## src/rtl/core/rpa_pkg.sv

```systemverilog
`default_nettype none
// ----------------------------------------------------------------------------
// rpa_pkg
// Shared types and codes of the reference-counted page allocator.
// ----------------------------------------------------------------------------
package rpa_pkg;

    typedef logic [2:0] t_op;
    typedef logic [1:0] t_status;

    localparam t_op OP_ALLOC   = 3'd0;
    localparam t_op OP_FREE    = 3'd1;
    localparam t_op OP_ADDREF  = 3'd2;
    localparam t_op OP_DROPREF = 3'd3;
    localparam t_op OP_READ    = 3'd4;
    localparam t_op OP_SEED    = 3'd5;

    localparam t_status ST_OK    = 2'd0;
    localparam t_status ST_OOM   = 2'd1;
    localparam t_status ST_RANGE = 2'd2;
    localparam t_status ST_LIMIT = 2'd3;

    localparam logic [1:0] CFG_FIRST_PAGE = 2'd0;
    localparam logic [1:0] CFG_TOP_PAGE   = 2'd1;

    localparam logic [16:0] TOP_PAGE_RESET = 17'd57344;
    localparam logic [16:0] TOTAL_MAX      = 17'h1FFFF;

    // Classified transaction handed from front to back.
    typedef struct packed {
        t_op         op;
        logic [15:0] page;
        logic        undef_op;
        logic        out_of_range;
    } t_cmd;

endpackage
`default_nettype wire

```

## src/rtl/core/rpa_front.sv

```systemverilog
`default_nettype none
// ----------------------------------------------------------------------------
// rpa_front
// Range registers and classification of incoming transactions.
// ----------------------------------------------------------------------------
module rpa_front #(
    parameter int NUM_PAGES = 65536
) (
    input  wire logic             i_clk,
    input  wire logic             i_rst_n,
    input  wire logic             i_cfg_we,
    input  wire logic [1:0]       i_cfg_index,
    input  wire logic [16:0]      i_cfg_data,
    input  wire rpa_pkg::t_op     i_op,
    input  wire logic [15:0]      i_page,
    output rpa_pkg::t_cmd         o_cmd
);
    import rpa_pkg::*;

    localparam logic [20:0] NUM_PAGES_W = 21'(NUM_PAGES);

    logic [15:0] r_first_page;
    logic [16:0] r_top_page;
    logic        page_ok;

    always_ff @(posedge i_clk) begin
        if (!i_rst_n) begin
            r_first_page <= '0;
            r_top_page   <= TOP_PAGE_RESET;
        end else if (i_cfg_we) begin
            case (i_cfg_index)
                CFG_FIRST_PAGE: r_first_page <= i_cfg_data[15:0];
                CFG_TOP_PAGE:   r_top_page   <= i_cfg_data;
                default: ;
            endcase
        end
    end

    assign page_ok = (i_page >= r_first_page) && ({1'b0, i_page} < r_top_page)
                   && ({5'b0, i_page} < NUM_PAGES_W);

    always_comb begin
        o_cmd.op           = i_op;
        o_cmd.page         = i_page;
        o_cmd.undef_op     = (i_op > OP_SEED);
        // alloc ignores the page, so it is never rejected
        o_cmd.out_of_range = (i_op != OP_ALLOC) && (i_op <= OP_SEED) && !page_ok;
    end

endmodule
`default_nettype wire

```

## config.mk

```make
export PLATFORM = sky130hd
export DESIGN_NAME = rpa_front
export DESIGN_NICKNAME = d
export VERILOG_FILES = /design/src/rtl/core/rpa_pkg.sv /design/src/rtl/core/rpa_front.sv
export SDC_FILE = /design/constraint.sdc
export NUM_CORES = 1
export LEC_CHECK = 0
export BUFFER_PORTS_ARGS = -buffer_cell sky130_fd_sc_hd__buf_2
export CAP_MARGIN = 20
export CORE_MARGIN = 2
export CORE_UTILIZATION = 56
export CTS_CLUSTER_SIZE = 25
export DETAILED_ROUTE_END_ITERATION = 10
export GPL_ROUTABILITY_DRIVEN = 0
export PLACE_DENSITY = 0.83
export SLEW_MARGIN = 20
export SYNTH_ARGS = -nofsm -noshare
export SYNTH_HDL_FRONTEND = slang
export SYNTH_SLANG_ARGS = --single-unit
```

## constraint.sdc

```tcl
create_clock -name i_clk -period 3.7 [get_ports i_clk]
set_clock_uncertainty 0.15 [all_clocks]
set_input_delay 0.185 -clock i_clk [delete_from_list [all_inputs] [get_ports i_clk]]
set_output_delay 0.185 -clock i_clk [all_outputs]
set_load 0.05 [all_outputs]
```

==> flow_metrics.env <==
export IMPL_outcome="finished, violations left"
export IMPL_violations="hold timing"
export IMPL_wl_per_cell_um=12.5
export IMPL_r2r_cells=2
export IMPL_hold_class="in2reg"
export IMPL_antenna_cells=0
export IMPL_async_flop_share_pct=0
export IMPL_fin_cells=369
export IMPL_power_mw=0.928
export IMPL_grt_pass1_vias=1736
export IMPL_grt_first_pass_wirelength_um=7480
export IMPL_synthCells=268
export IMPL_power_density_nw_per_um2=357
export IMPL_synth_distinct_cells=33
export IMPL_grt_max_degree=34
export IMPL_syn_to_final_growth_pct=19.5
export IMPL_postCtsSetupBuffers=0
export IMPL_cp_data_arrival_time_ns=2.32
export IMPL_first_pass_iters=4
export IMPL_nNetsFinal=392
export IMPL_regArea_um2=661
export IMPL_vias=1898
export IMPL_io_pins=62
export IMPL_multiInputGateArea_um2=1220
export IMPL_grtUsageTotal_pct=22.7
export IMPL_clkSinkCount=33
export IMPL_hold_violations=1
export IMPL_rows=22
export IMPL_maxSlewViolCount=0
export IMPL_syn_nets=340
export IMPL_ys_warn_count=0
export IMPL_drc_errors=0
export IMPL_slowest_delay_ns=0.38
export IMPL_r2r_slack_ns=2.86
export IMPL_worstSetupStartpointType="register"
export IMPL_die_width_um=66.4
export IMPL_drtIter0Drc=52
export IMPL_slew_headroom_pct=29.5
export IMPL_clk_latency_ns=0.28
export IMPL_start_util_pct=59.1
export IMPL_crit_chain="ha_1 > nand2b_4 > a2111oi_4 > nor4_1 > a2111o_1 > a311oi_2 > buf_2"
export IMPL_coreArea_um2=3690
export IMPL_setup_viol=0
export IMPL_synth_edf_count=0
export IMPL_finalSetupTns_ns=0
export IMPL_numCtsBuffers=5
export IMPL_wl_um=4620
export IMPL_path_clk_slew_ns=0.07
export IMPL_rsz0062_at_grt="false"
export IMPL_overflow=0
export IMPL_antenna_found_initial=0
export IMPL_fin_crit_sh_pct=71.9
export IMPL_synth_seq_cells=33
export IMPL_layout_min_cycle_time_ns=2.66
export IMPL_hold_ws_ns=-0.00407
export IMPL_dp_cells=349
export IMPL_die_area_um2=4400
export IMPL_critPathKind="reg2out"
export IMPL_synth_cell_area_um2=2180
export IMPL_maxCapViolCount=0
export IMPL_clock_fmax_mhz=376
export IMPL_nFillCells=330
export IMPL_cts_root_buf="clkbuf_8"
export IMPL_seq_area_frac_synth_pct=30.3
export IMPL_tightest_slew_ns=1.05
export IMPL_hpwlAfterDp_um=3420
export IMPL_cts_buffer_depth=2
export IMPL_vdd_drop_max_mv=0.285
export IMPL_synth_avg_cell_area_um2=8.13
export IMPL_final_antenna_net_count=0
export IMPL_r2r_start="r_first_page[0]$_SDFFE_PN0P_"
export IMPL_drive_above_1_share_pct=22.4
export IMPL_port_buffer_count=61
export IMPL_vias_per_cell=5.14
export IMPL_die_h_um=66.4
export IMPL_endpoint_kind="output pin"
export IMPL_leakage_nw=1.12
export IMPL_endpoint="o_cmd[0]"
export IMPL_r2r_end="r_first_page[0]$_SDFFE_PN0P_"
export IMPL_setup_worst_path_start="r_first_page[0]$_SDFFE_PN0P_"
export IMPL_crit_slowest_cell="a2111o_1"
export IMPL_htree_levels=2
export IMPL_worstPathRequired_ns=3.37
export IMPL_cts_tree="done"
export IMPL_synthFlopType="dfxtp_1"
export IMPL_cp_max_fo=2
## worst min path at each step
stage | cells past startpoint | to | slack, ns | startpoint
2_1_floorplan | 2 | r_first_page[10]$_SDFFE_PN0P_ | 0.17 | i_cfg_data[10]
3_3_place_gp | 3 | r_top_page[14]$_SDFFE_PN1P_ | 0.28 | i_cfg_data[14]
3_5_place_dp | 3 | r_top_page[14]$_SDFFE_PN1P_ | 0.29 | i_cfg_data[14]
4_1_cts | 3 | r_first_page[7]$_SDFFE_PN0P_ | 0.002 | i_cfg_data[7]
5_1_grt | 3 | r_first_page[7]$_SDFFE_PN0P_ | 0.009 | i_cfg_data[7]
6_report | 3 | r_top_page[1]$_SDFFE_PN0P_ | -0.004 | i_cfg_data[1]
## timing repair
item,in CTS,in global routing
hold buffers,12,0
endpoints found under the hold margin,15,0
resized for setup,0,0
## layer usage
| layer | wire (um) | GRT usage [%] | vias up | share of wire, % |
|---|---|---|---|---|
| met3 | 217 | 5.11 | 5 | 4.7 |
| met2 | 2210 | 38.5 | 45 | 48 |
| met4 | 59 | 8.16 | 0 | 1.3 |
| met1 | 2130 | 27.9 | 861 | 46 |
| li1 | - | - | 987 | - |
| met5 | 0 | 0 | - | 0 |
## cells in the mapped netlist, types with 3 or more instances
cell	count	share of area [%]
nand2_1	67	12
dfxtp_1	33	30
ha_1	31	18
inv_1	31	5.3
a21boi_1	26	9.0
buf_4	19	6.5
a21oi_1	11	2.5
clkbuf_1	9	1.6
a21boi_0	6	2.1
nand3_1	4	0.92
nand4_1	4	1.1
o211ai_1	3	1.0
## flip-flops by register name, summed over array words and instances (netlist names)
signal / flops
r_first_page: 16
r_top_page: 17
## worst max-delay path: cells and delay by family (launching register included)
family | cells | cell delay (ns)
AO/OA/AOI/OAI | 3 | 0.91
flip-flops | 1 | 0.32
buffers and inverters | 1 | 0.29
adder cells (fa/ha/maj) | 1 | 0.27
AND/OR/NAND/NOR | 2 | 0.24
## where the power goes
group | internal [mW] | switching [mW] | total, mW | leakage [nW]
registers | 0.368 | 0.00557 | 0.373 | 0.268
logic | 0.0796 | 0.125 | 0.205 | 0.795
clock network | 0.219 | 0.131 | 0.350 | 0.0585
## stage by stage
step	util (%)	area (um2)	worst slack, ns
after floorplan	-	2180	1.16
after global placement	64.2	2370	1.33
after detailed placement	64.2	2370	1.32
after CTS	70.6	2600	1.03
after global routing	70.6	2600	0.936
final	70.6	2600	1.04
## layout make-up
cell class	count	area share, %
inverter	31	4.47
timing repair buffer	73	16.3
clock inverter	1	1.15
tap	48	2.31
clock buffer	7	3.32
sequential	33	25.4
multi-input combinational	176	47.0
## cell usage in the layout, fill, tap and decap left out, drive strengths merged, types with 2 or more instances in the layout
cell	n
ha	31
dlygate4sd3	12
a21oi	11
a21o	2
nor3	2
a21boi	32
nand4	4
o211ai	3
inv	31
buf	61
dfxtp	33
clkbuf	7
nand3	4
nand2	67
and4	2
## kinds of logic after synthesis
group | count (synthesis) | share of synthesized area (%)
compound gates | 56 | 19.7
fa+ha+maj | 31 | 17.8
buf+inv | 59 | 13.4
flops | 33 | 30.3
simple gates | 89 | 18.7
Power figures use the tool's default switching activity.
