===== src/rtl/core/rpa_pkg.sv =====
`default_nettype none
// ----------------------------------------------------------------------------
// rpa_pkg
// Shared types and codes of the reference-counted page allocator.
// ----------------------------------------------------------------------------
package rpa_pkg;

    typedef logic [2:0] t_op;
    typedef logic [1:0] t_status;

    localparam t_op OP_ALLOC   = 3'd0;
    localparam t_op OP_FREE    = 3'd1;
    localparam t_op OP_ADDREF  = 3'd2;
    localparam t_op OP_DROPREF = 3'd3;
    localparam t_op OP_READ    = 3'd4;
    localparam t_op OP_SEED    = 3'd5;

    localparam t_status ST_OK    = 2'd0;
    localparam t_status ST_OOM   = 2'd1;
    localparam t_status ST_RANGE = 2'd2;
    localparam t_status ST_LIMIT = 2'd3;

    localparam logic [1:0] CFG_FIRST_PAGE = 2'd0;
    localparam logic [1:0] CFG_TOP_PAGE   = 2'd1;

    localparam logic [16:0] TOP_PAGE_RESET = 17'd57344;
    localparam logic [16:0] TOTAL_MAX      = 17'h1FFFF;

    // Classified transaction handed from front to back.
    typedef struct packed {
        t_op         op;
        logic [15:0] page;
        logic        undef_op;
        logic        out_of_range;
    } t_cmd;

endpackage
`default_nettype wire


===== src/rtl/core/rpa_queue.sv =====
`default_nettype none
// ----------------------------------------------------------------------------
// rpa_queue
// Two-entry queue of classified transactions between front and back.
// ----------------------------------------------------------------------------
module rpa_queue (
    input  wire logic          i_clk,
    input  wire logic          i_rst_n,
    input  wire logic          i_push,
    input  wire rpa_pkg::t_cmd i_cmd,
    output logic               o_full,
    input  wire logic          i_pop,
    output logic               o_valid,
    output rpa_pkg::t_cmd      o_cmd
);
    import rpa_pkg::*;

    t_cmd       r_slot [2];
    logic       r_wptr;
    logic       r_rptr;
    logic [1:0] r_count;

    assign o_full  = (r_count == 2'd2);
    assign o_valid = (r_count != 2'd0);
    assign o_cmd   = r_slot[r_rptr];

    always_ff @(posedge i_clk) begin
        if (i_push) begin
            r_slot[r_wptr] <= i_cmd;
        end
    end

    always_ff @(posedge i_clk) begin
        if (!i_rst_n) begin
            r_wptr  <= 1'b0;
            r_rptr  <= 1'b0;
            r_count <= 2'd0;
        end else begin
            if (i_push) begin
                r_wptr <= ~r_wptr;
            end
            if (i_pop) begin
                r_rptr <= ~r_rptr;
            end
            case ({i_push, i_pop})
                2'b10:   r_count <= r_count + 2'd1;
                2'b01:   r_count <= r_count - 2'd1;
                default: r_count <= r_count;
            endcase
        end
    end

endmodule
`default_nettype wire


===== config.mk =====
export PLATFORM = sky130hd
export DESIGN_NAME = rpa_queue
export DESIGN_NICKNAME = d
export VERILOG_FILES = /design/src/rtl/core/rpa_pkg.sv /design/src/rtl/core/rpa_queue.sv
export SDC_FILE = /design/constraint.sdc
export NUM_CORES = 1
export LEC_CHECK = 0
export ABC_CLOCK_PERIOD_IN_PS = 2190
export CAP_MARGIN = 20
export CORE_UTILIZATION = 60
export CTS_CLUSTER_SIZE = 20
export DETAILED_ROUTE_END_ITERATION = 10
export DONT_BUFFER_PORTS = 1
export PLACE_DENSITY = 0.76
export SYNTH_ARGS = -nofsm -noshare
export SYNTH_HDL_FRONTEND = slang
export SYNTH_SLANG_ARGS = --single-unit

===== constraint.sdc =====
create_clock -name i_clk -period 2.19 [get_ports i_clk]
set_input_delay 0.438 -clock i_clk [delete_from_list [all_inputs] [get_ports i_clk]]
set_output_delay 0.438 -clock i_clk [all_outputs]
set_load 0.02 [all_outputs]

==> impl_metrics.py, run 1 <==
metrics = {
    "layout": {
        "multi_input_area_sq_um": 354,
        "antennaDiodeCount": 0,
        "stdcell_area_sq_mm": 0.00185,
        "final_nets": 121,
        "layout-area-overhead-vs-synth_pct": 7.25,
        "layout_commonest_cell": "edfxtp_1",
        "layout_common_cells": "42 x edfxtp_1, 21 x mux2_2, 5 x dfxtp_1, 5 x clkbuf_4, 4 x and2_1",
        "layout-drive-gt1-share_pct": 34.7,
        "seq_area_sq_mm": 0.00136,
        "fill_cells": 173,
    },
    "place": {
        "dpl_cell_area_sq_mm": 0.00178,
        "routabilityCongestion": 0.639,
        "dp_hpwl_um": 1690,
        "io_buffers": 0,
    },
    "sta": {
        "max_freq_mhz": 545,
        "relSlewSlack_pct": 63.9,
        "clock_skew_ns": 0.00728,
        "rsz0062_at_grt": "false",
        "setup_violations": 0,
        "fin_tns_setup_ns": 0,
        "tightestPinTransition_ns": 0.542,
        "min_period_ns": 1.83,
        "slew_violations": 0,
        "fin_crit_sh_pct": 83.8,
        "finalHoldViolCount": 0,
    },
    "setup_path": {
        "cp.buffers_inverters": 1,
        "cp.required_ns": 1.75,
        "cp_slowest_cell": "mux2_2",
        "end_kind": "output pin",
        "slowest_delay_ns": 0.44,
        "path_cells": "buf_4, mux2_2",
        "path_class": "reg2out",
        "path_max_fanout": 21,
        "critPathTopFamily": "multiplexers",
        "critPathArrivalTime_ns": 1.40,
        "start_kind": "flip-flop",
    },
    "clock_network": {
        "cts_root_buffer": "clkbuf_4",
        "cts_hold_buf": 0,
        "cts_tree": "yes",
        "cts.sink_count": 47,
        "cts_max_level": 2,
        "post_cts_buffers": 0,
        "clkTransAtPathRegs_ns": 0.12,
        "cts_resized": 0,
        "insertion_delay_ns": 0.34,
        "clockBufferDepth": 2,
        "cts-buffers-inserted": 5,
    },
    "pwr": {
        "ir_drop_uv": 683,
        "p_leak_nw": 0.622,
        "power.density_mw_per_mm2": 926,
    },
    "route": {
        "drtIter0Drc": 20,
        "postRouteAntennaNets": 0,
        "vias": 742,
        "wl_per_cell_um": 19.8,
        "first_pass_iters": 2,
        "wl_um": 2500,
        "drcViolationCount": 0,
        "vias_per_cell": 5.89,
    },
    "job": {
        "maxCapViolCount": 0,
    },
    "worst_hold_path": {
        "hold_path.class": "in2reg",
    },
    "grt": {
        "grt_usage_pct": 18.1,
        "grt_max_degree": 22,
        "grt-ovfl-total": 0,
        "antenna_found_initial": 0,
        "grt_pass1_wl_um": 3920,
        "grt_pass1_vias": 836,
    },
    "die": {
        "num_rows": 19,
        "io_pins": 48,
        "start_util_pct": 63.2,
        "die_area_sq_mm": 0.00310,
        "die_height_um": 55.6,
        "dieWidth_um": 55.6,
        "coreArea_sq_mm": 0.00273,
    },
    "synthesis": {
        "synth_area_per_cell_sq_um": 19.8,
        "ys_ff_latch": 47,
        "async_reset_ff_share_pct": 0,
        "ys_seq_area_share_pct": 78.8,
        "synthCells": 87,
        "synth_edf_count": 42,
        "yosys.cell_types.count": 17,
        "syn_nets": 113,
        "synth_area_sq_mm": 0.00173,
        "yosysWarnings": 0,
        "synthFlopType": "edfxtp_1",
    },
    "status": {
        "status": "complete, no violations",
    },
}
==> cell type report <==
cell class                 instances  area share, %
multi-input combinational         37           19.1
tap                               31           2.09
inverter                           1          0.203
clock buffer                       6           2.23
sequential                        47           73.5
clock inverter                     1           1.62
timing repair buffer               3           1.22
==> where the power goes <==
part           switching (mW)  total (mW)  internal (mW)
Combinational           0.120       0.188         0.0682
Clock                   0.243       0.479          0.236
Sequential             0.0159        1.05           1.03
Total                   0.379        1.71           1.33
==> layer usage <==
layer	vias to the layer above	global-route usage (%)	routed length, um	share of wire, %
met1	367	18.4	917	37
met5	-	0	0	0
met3	5	9.30	195	7.8
met2	28	30.6	1340	54
li1	342	-	-	-
met4	0	8.57	47	1.9
==> worst reg2reg max path: cells and delay by family, from the launching register on <==
| kind | cells | cell delay (ns) |
|---|---|---|
| DFF | 1 | 0.38 |
| and+or+nand+nor | 1 | 0.48 |
| buffers and inverters | 1 | 0.30 |
==> per-stage QoR <==
stage	cells	total power, mW	util [%]	hold slack [ns]	worst slack (ns)
after global routing	126	1.78	67.7	0.141	0.289
after global placement	119	1.25	65.1	0.472	0.706
after floorplan	87	1.23	-	0.461	0.376
after detailed placement	119	1.26	65.1	0.498	0.677
after CTS	126	1.73	67.7	0.162	0.331
final	126	1.71	67.7	0.177	0.356
==> logic make-up after synthesis <==
| kind of cell | after synthesis | synth area share, % |
|---|---|---|
| and+or+nand+nor | 9 | 3.26 |
| AOI/OAI and AO/OA | 3 | 1.16 |
| xor gates and xnor gates | 3 | 1.52 |
| DFF | 47 | 78.8 |
| adders and majority gates | 1 | 0.725 |
| buffers and inverters | 3 | 0.797 |
| muxes | 21 | 13.7 |
==> cell usage after synthesis (all sizes together), types with 2 or more instances <==
cell type | count | area share, %
and2 | 4 | 1.4
edfxtp | 42 | 73
xnor2 | 2 | 1.0
buf | 2 | 0.58
mux2 | 21 | 14
dfxtp | 5 | 5.8
==> worst paths after layout <==
check | slack [ns] | endpoint | depth (start not counted) | start
worst max-delay path | 0.36 | o_cmd[14] | 2 | flip-flop
worst min-delay path | 0.18 | r_slot[1][10]$_DFFE_PP_ | 0 | i_cmd[10]
worst max register to register | 0.74 | r_slot[1][14]$_DFFE_PP_ | 2 | r_wptr$_SDFFE_PN0P_
worst min register to register | 0.51 | r_count[1]$_SDFFE_PN0P_ | 2 | r_count[1]$_SDFFE_PN0P_
==> sequential cells by signal, summed over array words and instances (netlist names), named ones only <==
register and flops:
r_count 2, r_rptr 1, r_slot 42, r_wptr 1
(Power assumes the default switching activity.)
==> run 2, diff against run 1 <==
--- a/config.mk
+++ b/config.mk
@@ -5,13 +5,13 @@
 export SDC_FILE = /design/constraint.sdc
 export NUM_CORES = 1
 export LEC_CHECK = 0
-export ABC_CLOCK_PERIOD_IN_PS = 2190
+export ABC_CLOCK_PERIOD_IN_PS = 1500
 export CAP_MARGIN = 20
-export CORE_UTILIZATION = 60
+export CORE_UTILIZATION = 54
 export CTS_CLUSTER_SIZE = 20
 export DETAILED_ROUTE_END_ITERATION = 10
 export DONT_BUFFER_PORTS = 1
-export PLACE_DENSITY = 0.76
+export PLACE_DENSITY = 0.72
 export SYNTH_ARGS = -nofsm -noshare
 export SYNTH_HDL_FRONTEND = slang
 export SYNTH_SLANG_ARGS = --single-unit
==> constraint.sdc (replaced) <==
create_clock -name i_clk -period 1.5 [get_ports i_clk]
set_input_delay 0.3 -clock i_clk [delete_from_list [all_inputs] [get_ports i_clk]]
set_output_delay 0.3 -clock i_clk [all_outputs]
set_load 0.02 [all_outputs]
==> run 2 against run 1 <==
Compared with the run above:
- the flow now finishes with violations (negative setup slack)
- design area up 6.1%
- sequential power up 47%
- cell count up 12%
- power up 40%
==> impl_metrics.py, run 2 (synthesized netlist as in run 1, its figures left out) <==
metrics = {
    "grt": {
        "grt_pass1_vias": 791,
        "grt_max_degree": 22,
        "grt-ovfl-total": 0,
        "antenna_found_initial": 0,
        "grt_pass1_wl_um": 3820,
        "grt_usage_pct": 16.5,
    },
    "sta": {
        "whs_ns": 0.0423,
        "rsz0062_at_grt": "true",
        "min_period_ns": 1.55,
        "clock_skew_ns": 0.00284,
        "tightestPinTransition_ns": 0.286,
        "finalHoldViolCount": 0,
        "fin_crit_sh_pct": 104,
        "fin_tns_setup_ns": -0.980,
        "slew_violations": 0,
        "fin_ws_ns": -0.0536,
        "relSlewSlack_pct": 81.0,
        "setup_violations": 20,
        "max_freq_mhz": 644,
    },
    "clock_network": {
        "cts.sink_count": 47,
        "cts_root_buffer": "clkbuf_4",
        "cts_hold_buf": 0,
        "insertion_delay_ns": 0.34,
        "cts_max_level": 2,
        "clockBufferDepth": 2,
        "post_cts_buffers": 0,
        "cts-buffers-inserted": 5,
        "clkTransAtPathRegs_ns": 0.12,
        "cts_tree": "yes",
    },
    "route": {
        "vias_per_cell": 5.31,
        "first_pass_iters": 2,
        "wl_um": 2520,
        "wl_per_cell_um": 17.9,
        "drtIter0Drc": 14,
        "postRouteAntennaNets": 0,
        "drcViolationCount": 0,
        "vias": 749,
    },
    "pwr": {
        "p_leak_nw": 0.705,
        "power.density_mw_per_mm2": 1220,
        "ir_drop_uv": 731,
    },
    "setup_path": {
        "reg2reg_depth": 2,
        "cp.buffers_inverters": 1,
        "end_kind": "output pin",
        "regToRegSetupSlack_ns": 0.40,
        "critPathArrivalTime_ns": 1.25,
        "slowest_delay_ns": 0.41,
        "critPathTopFamily": "flip-flops",
        "r2r-start": "r_wptr$_SDFFE_PN0P_",
        "cp_slowest_cell": "dfxtp_4",
        "start_kind": "flip-flop",
        "path_max_fanout": 10,
        "cp.required_ns": 1.20,
        "path_cells": "buf_12, mux2_4",
        "r2r-end": "r_slot[1][20]$_DFFE_PP_",
        "path_class": "reg2out",
    },
    "worst_hold_path": {
        "hold_path.class": "in2reg",
        "whs_endpoint": "r_slot[0][18]$_DFFE_PP_",
        "min_from": "i_cmd[18]",
        "holdPathStages": 0,
    },
    "die": {
        "num_rows": 20,
        "die_height_um": 58.5,
        "die_area_sq_mm": 0.00343,
        "dieWidth_um": 58.5,
        "coreArea_sq_mm": 0.00305,
        "io_pins": 48,
        "start_util_pct": 56.6,
    },
    "job": {
        "maxCapViolCount": 0,
    },
    "layout": {
        "layout-drive-gt1-share_pct": 36.1,
        "largest_reg_flops": 42,
        "largestRegisters": "r_slot: 42 flops, r_count: 2 flops",
        "fill_cells": 238,
        "instances_no_fill": 141,
        "layout_commonest_cell": "edfxtp_1",
        "final_nets": 122,
        "layout_common_cells": "42 x edfxtp_1, 20 x mux2_4, 5 x clkbuf_4, 4 x and2_1, 4 x dfxtp_1",
        "layout-area-overhead-vs-synth_pct": 13.8,
        "antennaDiodeCount": 0,
        "top_register": "r_slot",
    },
    "status": {
        "violations": "negative setup slack",
        "status": "complete, but fails checks",
    },
    "place": {
        "io_buffers": 0,
        "place_inst": 132,
        "routabilityCongestion": 0.634,
    },
}
==> run 2: stage by stage <==
stage | util (%) | power, mW | worst slack (ns) | area, sq um
2_1_floorplan | - | 1.79 | 0.188 | 1730
3_3_place_gp | 59.3 | 1.83 | 0.251 | 1810
3_5_place_dp | 59.3 | 1.84 | 0.243 | 1810
4_1_cts | 64.4 | 2.44 | -0.0828 | 1970
5_1_grt | 64.4 | 2.51 | -0.101 | 1970
6_report | 64.4 | 2.40 | -0.0536 | 1970
==> run 2: what timing repair did <==
action / 4_1_cts / 5_1_grt
resized for setup: 23 / 0
setup endpoints to repair: 20 / 20
cloned: 1 / 0
==> run 2: cell type report <==
type,count,area [sq um],share of cell area (%)
Sequential cell,47,1370,69.4
Tap cell,44,55.1,2.80
Inverter,1,3.75,0.191
Clock inverter,1,5.00,0.255
Clock buffer,7,45.0,2.29
Multi-Input combinational cell,37,429,21.8
Timing Repair Buffer,4,62.6,3.18
==> run 2: power by group <==
| group | switching [mW] | internal, mW | leakage (nW) | total, mW |
|---|---|---|---|---|
| Clock | 0.346 | 0.183 | 0.0293 | 0.529 |
| Combinational | 0.184 | 0.155 | 0.239 | 0.339 |
| Sequential | 0.0299 | 1.51 | 0.436 | 1.54 |
| Total | 0.560 | 1.84 | 0.705 | 2.40 |
==> run 2: how the worst max path moves through the flow <==
stage,slack (ns),end,start,cells after the start
2_1_floorplan,0.19,r_slot[0][0]$_DFFE_PP_,i_push,2
3_3_place_gp,0.25,o_cmd[11],flip-flop,2
3_5_place_dp,0.24,o_cmd[13],flip-flop,2
4_1_cts,-0.08,o_cmd[13],flip-flop,2
5_1_grt,-0.10,o_cmd[2],flip-flop,2
6_report,-0.05,o_cmd[11],flip-flop,2
==> run 2: routing by layer <==
layer  global-route usage, %  vias up  share of wire [%]
li1                        -      349                  -
met1                    17.6      369                 37
met2                    27.4       24                 54
met3                    6.81        7                7.1
met4                    10.2        0                2.1
met5                       0        -                  0
==> run 3, diff against run 2 <==
--- a/config.mk
+++ b/config.mk
@@ -5,13 +5,13 @@
 export SDC_FILE = /design/constraint.sdc
 export NUM_CORES = 1
 export LEC_CHECK = 0
-export ABC_CLOCK_PERIOD_IN_PS = 1500
+export ABC_CLOCK_PERIOD_IN_PS = 1900
 export CAP_MARGIN = 20
-export CORE_UTILIZATION = 54
+export CORE_UTILIZATION = 65
 export CTS_CLUSTER_SIZE = 20
 export DETAILED_ROUTE_END_ITERATION = 10
 export DONT_BUFFER_PORTS = 1
-export PLACE_DENSITY = 0.72
+export PLACE_DENSITY = 0.81
 export SYNTH_ARGS = -nofsm -noshare
 export SYNTH_HDL_FRONTEND = slang
 export SYNTH_SLANG_ARGS = --single-unit
==> constraint.sdc (replaced) <==
create_clock -name i_clk -period 1.9 [get_ports i_clk]
set_input_delay 0.38 -clock i_clk [delete_from_list [all_inputs] [get_ports i_clk]]
set_output_delay 0.38 -clock i_clk [all_outputs]
set_load 0.02 [all_outputs]
==> run 3 against run 2 <==
Compared with the run above:
- the run now ends clean
- non-clock buffer count increased by 2
- critical path depth unchanged
- hold slack improved by 0.094 ns
- power decreased by 16%
- highest routed layer unchanged
==> impl_metrics.py, run 3 (synthesized netlist as in run 1, its figures left out) <==
metrics = {
    "sta": {
        "fin_tns_setup_ns": 0,
        "clock_skew_ns": 0.00361,
        "fin_crit_sh_pct": 89.2,
        "min_period_ns": 1.69,
        "slew_violations": 0,
        "max_freq_mhz": 590,
        "setup_violations": 0,
        "fin_ws_ns": 0.205,
        "rsz0062_at_grt": "false",
        "finalHoldViolCount": 0,
        "tightestPinTransition_ns": 0.210,
        "relSlewSlack_pct": 85.8,
    },
    "place": {
        "dp_hpwl_um": 1660,
        "pre_cts_ws_ns": 0.551,
        "routabilityCongestion": 0.625,
        "io_buffers": 0,
    },
    "die": {
        "die_height_um": 53.5,
        "die_area_sq_mm": 0.00287,
        "coreArea_sq_mm": 0.00250,
        "num_rows": 18,
        "start_util_pct": 69.1,
        "io_pins": 48,
        "dieWidth_um": 53.5,
    },
    "clock_network": {
        "cts.sink_count": 47,
        "cts_max_level": 2,
        "clkTransAtPathRegs_ns": 0.12,
        "cts_root_buffer": "clkbuf_4",
        "clockBufferDepth": 2,
        "cts-buffers-inserted": 5,
        "cts_resized": 0,
        "insertion_delay_ns": 0.33,
        "cts_tree": "yes",
        "cts_hold_buf": 0,
        "post_cts_buffers": 0,
    },
    "worst_hold_path": {
        "min_from": "i_cmd[1]",
        "hold_path.class": "in2reg",
    },
    "setup_path": {
        "cp.required_ns": 1.52,
        "critPathArrivalTime_ns": 1.31,
        "start_kind": "flip-flop",
        "path_max_fanout": 13,
        "cp_slowest_cell": "mux2_2",
        "path_cells": "buf_4, mux2_2",
        "r2r-start": "r_count[0]$_SDFFE_PN0P_",
        "path_class": "reg2out",
        "slowest_delay_ns": 0.42,
        "end_kind": "output pin",
    },
    "route": {
        "drcViolationCount": 0,
        "wl_per_cell_um": 17.7,
        "wl_met3_um": 199,
        "drt-met1-wl_um": 925,
        "drtIter0Drc": 3,
        "dr.max_layer_used": "met4",
        "wl_um": 2280,
        "postRouteAntennaNets": 0,
        "first_pass_iters": 4,
        "vias_per_cell": 5.66,
        "met2_length_um": 1130,
        "vias": 730,
    },
    "layout": {
        "antennaDiodeCount": 0,
        "layout_commonest_cell": "edfxtp_1",
        "layout-area-overhead-vs-synth_pct": 9.35,
        "largestRegisters": "r_slot: 42 flops, r_count: 2 flops",
        "final_nets": 124,
        "largest_reg_flops": 42,
        "top_register": "r_slot",
        "layout_common_cells": "42 x edfxtp_1, 21 x mux2_2, 6 x buf_4, 5 x dfxtp_1, 5 x clkbuf_4",
        "layout-drive-gt1-share_pct": 38.4,
    },
    "pwr": {
        "ir_drop_uv": 779,
        "power.share.clock_pct": 28.9,
        "p_comb_share_pct": 11.1,
        "p_leak_nw": 0.648,
        "p_sw_share_pct": 21.4,
        "intPower_mw": 1.58,
        "seqPwrFrac_pct": 59.9,
        "p_switching_uw": 430,
        "power.density_mw_per_mm2": 1070,
    },
    "job": {
        "maxCapViolCount": 0,
    },
    "grt": {
        "grt_pass1_vias": 721,
        "antenna_found_initial": 0,
        "grt_max_degree": 15,
        "grt_pass1_wl_um": 3310,
        "grt_usage_pct": 17.3,
        "grt-ovfl-total": 0,
    },
    "status": {
        "status": "complete, no violations",
    },
}
-- run 3: cell types whose count changed in the layout (fill, tap and decap cells not counted) --
cell,change
clkbuf_1,-2
dfxtp_1,+1
mux2_4,-20
buf_16,-1
buf_12,-1
dfxtp_4,-1
mux2_2,+20
clkbuf_8,+1
bufinv_16,+1
buf_4,+4
-- run 3: per-layer routing --
layer / GRT usage, % / vias up
met5: 0 / -
met3: 7.63 / 4
met1: 21.5 / 350
met4: 6.58 / 0
li1: - / 351
met2: 26.9 / 25
-- run 3: cell type report --
type                            instances  area, sq um
Fill cell                             153          612
Sequential cell                        47         1360
Inverter                                1         3.75
Tap cell                               30         37.5
Multi-Input combinational cell         37          354
Clock buffer                            6         51.3
Clock inverter                          2         35.0
Timing Repair Buffer                    6         45.0
-- run 3: power groups by stage --
stage          logic [mW]  registers (mW)  clock network (mW)
2_1_floorplan       0.190            1.23                   0
3_3_place_gp        0.222            1.23                   0
3_5_place_dp        0.224            1.23                   0
4_1_cts             0.227            1.21               0.595
5_1_grt             0.239            1.21               0.630
6_report            0.224            1.21               0.583
-- run 3: critical path, delay by kind of cell, from the launching register on --
kind / cells / cell delay, ns
muxes: 1 / 0.42
DFF: 1 / 0.35
buffers and inverters: 1 / 0.21
-- run 3: worst paths after layout --
kind / end / slack (ns) / cells past startpoint
min: r_slot[1][1]$_DFFE_PP_ / 0.14 / 0
max: o_cmd[18] / 0.21 / 2
max reg2reg: r_count[1]$_SDFFE_PN0P_ / 0.81 / 3
min reg2reg: r_count[1]$_SDFFE_PN0P_ / 0.57 / 2
-- run 3: stage by stage --
step                instances  power (mW)  util (%)  area [sq um]  hold slack (ns)
floorplan                  87        1.42         -          1730            0.461
global placement          121        1.45      72.1          1800            0.470
detailed placement        121        1.46      72.1          1800            0.479
CTS                       129        2.03      75.5          1890            0.120
global route              129        2.08      75.5          1890            0.108
finish                    129        2.01      75.5          1890            0.136
